<file path="config.mk">
export PLATFORM = sky130hd
export DESIGN_NAME = fbrgb_ram
export DESIGN_NICKNAME = d
export VERILOG_FILES = /design/src/hdl/fbrgb_ram.sv
export SDC_FILE = /design/constraint.sdc
export NUM_CORES = 2
export LEC_CHECK = 0
export BUFFER_PORTS_ARGS = -buffer_cell sky130_fd_sc_hd__buf_2
export CELL_PAD_IN_SITES_DETAIL_PLACEMENT = 1
export CELL_PAD_IN_SITES_GLOBAL_PLACEMENT = 2
export CORE_MARGIN = 10
export CORE_UTILIZATION = 48
export DETAILED_ROUTE_END_ITERATION = 10
export PLACE_DENSITY_LB_ADDON = 0.3
export SLEW_MARGIN = 20
export SYNTH_ARGS = -nofsm -noshare
export SYNTH_HDL_FRONTEND = slang
export SYNTH_SLANG_ARGS = --single-unit
</file>
<file path="constraint.sdc">
create_clock -name clock -period 4.65 [get_ports clock]
set_clock_uncertainty 0.1 [all_clocks]
set_input_delay 0 -clock clock [delete_from_list [all_inputs] [get_ports clock]]
set_output_delay 0 -clock clock [all_outputs]
set_load 0.02 [all_outputs]
</file>
<file path="src/hdl/fbrgb_ram.sv">
// fbrgb_ram: generic single-write, single-read ram with registered read-first output
// no dependencies
module fbrgb_ram #(
   parameter int WIDTH = 16,
   parameter int DEPTH = 256
) (
   input  logic                     clock,
   input  logic                     wr_en,
   input  logic [$clog2(DEPTH)-1:0] wr_addr,
   input  logic [WIDTH-1:0]         wr_data,
   input  logic                     rd_en,
   input  logic [$clog2(DEPTH)-1:0] rd_addr,
   output logic [WIDTH-1:0]         rd_data
);
   logic [WIDTH-1:0] mem_ff [DEPTH];
   logic [WIDTH-1:0] rd_data_ff;

   always_ff @(posedge clock) begin
      if (wr_en) begin
         mem_ff[wr_addr] <= wr_data;
      end
      if (rd_en) begin
         rd_data_ff <= mem_ff[rd_addr];
      end
   end

   assign rd_data = rd_data_ff;
endmodule

</file>
### Word-level counts from Yosys, hierarchy flattened

Memory sizes are Yosys's and may differ from the RTL's. A register that Yosys moved wholly into a read port is not among the register bits.
Index checks and enable logic that the tools add are counted.

* multiplexer cells: 2

Operators by type and width (number)
* $mux 1: 2

* output and inout bits: 16
* word-level logic and storage cells: 3
* input port bits: 35
* memories kept: 1
* register bits after elaboration: 0
* memory bits (writable): 4096

Memories
* mem_ff: words 256, bits a word 16, rd ports 1, clocked after memory_dff 1, write ports 1, line 15 `logic [WIDTH-1:0] mem_ff [DEPTH];`

### Logic depth before layout (Yosys ltp)

* depth in word-level cells: 2
* gate-level depth with buffers: 12
* depth with buffers taken out: 6

### Least setup slack after synthesis

No wires, ideal clock.

* path kind: input to register
* from: input port rd_addr[0]
* to: register rd_data_ff[4] (netlist: rd_data[4]), read port of mem_ff (data pin)
* arrival time: 1.984 ns
* path slack: 2.301 ns
* buffers on the path: 3
* cell stages on the path: 8
* path through: buf_6 -> buf_6 -> buf_2 -> mux4_2 -> mux4_2 -> a22o_1 -> o32ai_2 -> nor4_2

RTL lines
* start: declaration: line 12 `input logic [$clog2(DEPTH)-1:0] rd_addr,`
* end: declaration: line 16 `logic [WIDTH-1:0] rd_data_ff;`

==> impl_summary.md <==
Floorplanning
In this run the count of I/O pins placed on the die edge is slightly above 50. The overall die width is ~600 microns. In this run the core area contains about 210 standard-cell rows. The die span in y is 595 microns. After floorplanning, the core was sized to cover 0.330 sq mm.

For this configuration, the core starts out at a cell density of 0.481. The die footprint is 0.354 sq mm.

Timing
The setup TNS is 0 ps. The worst relative slew slack is 0.159. The count of final setup violators is 0. In the finished design, the share of the clock period the worst path needs comes to 0.765. The count of final max-slew check failures came to 0.

Setup repair after global routing left no endpoint under its margin. The minimum period implied by the final worst setup slack is about 3600 ps. The total count of hold-check failures in the final report came to 0.

The maximum clock frequency is 281 MHz. The pin slew with the least headroom to its limit is 1250 ps.

Final layout
The core occupancy in the finished layout is 0.548. Summing all flip-flop and latch instances after layout gives roughly 0.12 sq mm. The area growth from synthesis to layout is 13.8%. Summing all multi-input logic gate instances after layout gives 0.0331 sq mm.

The final layout contains 7982 nets. For this run, the number of standard cells in the final layout without fillers is between 10k and 15k. The share of final-layout standard cells stronger than drive strength 1 is 0.259. The number of filler cells placed in the layout is 28.2k.

Setup path
The worst flop-to-flop path endpoint is rd_data[3]$_DFFE_PP_. The number of cell instances on the worst register-to-register path is 8. The worst setup path is captured at a flop. STA puts the critical path data required time at around 5200 ps. The cell at the slowest stage of the critical path is a221oi_1. The startpoint identified for the worst register-to-register timing path is mem_ff[137][3]$_DFFE_PP_. Walking the worst path, the cells encountered are dlygate4sd3_1 > buf_6 > buf_4 > nor3_2 > buf_4 > a221oi_1 > o31ai_1 > buf_4 > o32ai_1 > buf_4 > nor4_1. The critical path's top delay family is buffers and inverters. STA classifies the critical path startpoint as a primary input.

The critical path runs through a total of 11 cells. The arrival time reported for the critical path endpoint is 4140 ps. The critical path in this run is classified as in2reg. In this design, the stage delay of the slowest critical-path cell is ~800 ps. The setup check on the worst reg-to-reg path leaves a slack of ~1300 ps. The critical-path maximum fanout is 43. The most frequent cell on the critical path is buf_4. The number of buffers and inverters on the critical path is 6.

Hold path
The worst hold path terminates at mem_ff[235][10]$_DFFE_PP_. The path type of the worst min-delay path is in2reg. The worst hold path passes through 2 cells. The startpoint of the tightest hold check path is wr_data[10].

Placed design
The total instance count after detailed placement is around 12k. The port buffer count is 50. The wire-length estimate of the detail-placed layout is 276 mm.

The routability-driven placement congestion ratio is 0.844.

Power and ir drop
Power spread over the standard cell area amounts to 429 mW/mm^2. The design draws 77.6 mW. Across the VDD grid, the largest voltage drop is roughly 340 uV. The leakage power is between 50 and 60 nW.

Synthesis
After technology mapping, the gate count stands at approximately 7.4k. Among all flip-flop cells after synthesis, the most frequent one is edfxtp_1. Counting flops with a built-in enable in the synthesized netlist gives approximately 4.1k. The post-synthesis register bit count is about 4.1k.

The average footprint of a synthesized cell is 21.6 sq um. The number of distinct library cells after synthesis is between 50 and 60. In this run the cell area of the synthesized design comes to 0.159 sq mm. The largest area contributor in the netlist is edfxtp_1. The share of synthesized area in the top cell type comes to 0.777.

When the netlist entered floorplanning its net count stood at approximately 7.4k. Counting flops with an async set or reset pin after synthesis yields a share of 0. The sequential fraction of the synthesis area is 0.777.

Ranked by total cell area, the synthesized netlist is headed by edfxtp_1 (78%), mux4_2 (11%), mux2i_1 (3.6%), o221ai_1 (1.4%), nor2_1 (0.72%). The total number of yosys warnings is 0.

Job
Max-cap violations in this run came to 0.

Route
For this block, the initial DRC count from the detailed router was 11.2k. The final route contains 81.5k vias. The number of search-and-repair iterations in the first detailed-routing pass is 6. The final routed wire length divided by cell count is ~36 microns. The number of vias per cell is between 6 and 7.

The count of nets left with antenna violations once routing finished came out at 0. The DRC violations left is 0. The post-detailed-routing wire length is 461 mm.

Clock tree
The cts-stage hold buffer count is approximately 40. The buffer depth of the longest clock path is 4. The register clock-pin slew on the reported worst setup and hold paths is about 60 ps.

TritonCTS built the clock tree. The number of clock buffers inserted by TritonCTS is 417. In this run the number of H-tree levels came out at 5. The post-cts repair resize count is 0. The clock network latency to the later pin of the worst-skew pair is 980 ps. The CTS root buffer is clkbuf_16. Once the clock tree was built, the setup fixing pass inserted 0 buffers. The clock drives 4112 sinks.

Global routing
The global routing usage summed across all routing layers is 0.254. The via count of the first global-routing pass is 83.5k. The initial antenna violation count is 35. Entering global routing, the biggest net connects approximately 160 pins.

The aggregate global routing overflow is 0. The first global-routing pass estimated 651 mm of wire.

Outcome
The run finished with clean final reports.
==> per-layer routing <==
layer | routed length, microns | share of wire | vias up | track usage
met5 | 115 | 0.00025 | - | 0
met4 | 16700 | 0.036 | 16 | 0.0832
met3 | 38700 | 0.084 | 724 | 0.0410
met2 | 223000 | 0.48 | 4037 | 0.411
met1 | 182000 | 0.40 | 44200 | 0.357
li1 | - | - | 32500 | -
==> per-stage QoR <==
step / setup WS (ps) / area [sq um] / hold slack (ps)
finish: 1090 / 181000 / 19.8
floorplan: 2300 / 159000 / -1.13
CTS: 1240 / 181000 / 2.66
global placement: 346 / 167000 / 316
global route: 1110 / 181000 / 46.0
detailed placement: 264 / 167000 / 323
==> area by class of cell <==
type                            count  area share
Multi-Input combinational cell   2792       0.183
Clock inverter                    238      0.0118
Sequential cell                  4112       0.683
Clock buffer                      521      0.0608
Timing Repair Buffer              620      0.0307
Antenna cell                       16    0.000221
Inverter                            4    0.000152
Tap cell                         4366      0.0302
==> flip-flops by register name (all words and copies together) (netlist names) <==
name	flops
rd_data	16
mem_ff	4096
==> cells in the final DEF (no fill, tap or decap), types with 18 or more instances in the layout <==
cell type	netlist	final
a22oi_1	43	43
mux4_2	797	797
nor2_2	0	80
clkbuf_1	230	96
o22ai_1	148	148
buf_4	26	474
buf_12	5	57
nand4_1	26	26
clkinv_2	0	65
o32ai_1	20	20
mux2_2	88	88
a211oi_1	18	18
mux2i_1	565	565
o21ai_0	37	36
buf_2	76	30
nor2_4	0	18
edfxtp_1	4112	4112
o221ai_1	252	252
nor2_1	304	206
nand2_1	38	36
nor3_1	92	90
dlygate4sd3_1	0	39
a22o_1	32	32
nand3_1	35	25
clkinv_1	0	113
bufinv_16	0	33
clkbuf_16	0	425
a221oi_1	28	28
a21oi_1	175	175
==> cell usage after synthesis, drive strengths merged, types with 26 or more instances <==
cell type / number
a221oi: 28
o221ai: 253
o21ai: 38
a21oi: 175
clkbuf: 230
nand4: 26
nand2: 38
mux2i: 565
nor3: 92
nand3: 35
nor2: 304
o22ai: 148
edfxtp: 4112
buf: 222
a22o: 32
a22oi: 43
mux4: 797
mux2: 88
==> cell families after synthesis <==
| group | after synthesis | share of synthesized area |
|---|---|---|
| buffers and inverters | 456 | 0.0169 |
| muxes | 1450 | 0.155 |
| DFF | 4112 | 0.777 |
| AOI/OAI and AO/OA | 786 | 0.0353 |
| and+or+nand+nor | 556 | 0.0157 |
==> where the power goes <==
part           switching (mW)  leakage (nW)  internal [mW]
Combinational            2.67          14.0           1.36
Sequential             0.0678          37.0           40.9
Clock                    14.1          6.40           18.5
Total                    16.8          57.4           60.8
==> worst max path at each step <==
stage / from / to
5_1_grt: rd_addr[0] / rd_data[1]$_DFFE_PP_
6_report: rd_addr[4] / rd_data[3]$_DFFE_PP_
4_1_cts: rd_addr[4] / rd_data[13]$_DFFE_PP_
2_1_floorplan: rd_addr[0] / rd_data[4]$_DFFE_PP_
3_3_place_gp: rd_addr[0] / rd_data[1]$_DFFE_PP_
3_5_place_dp: rd_addr[0] / rd_data[1]$_DFFE_PP_
Power figures use the tool's default switching activity.
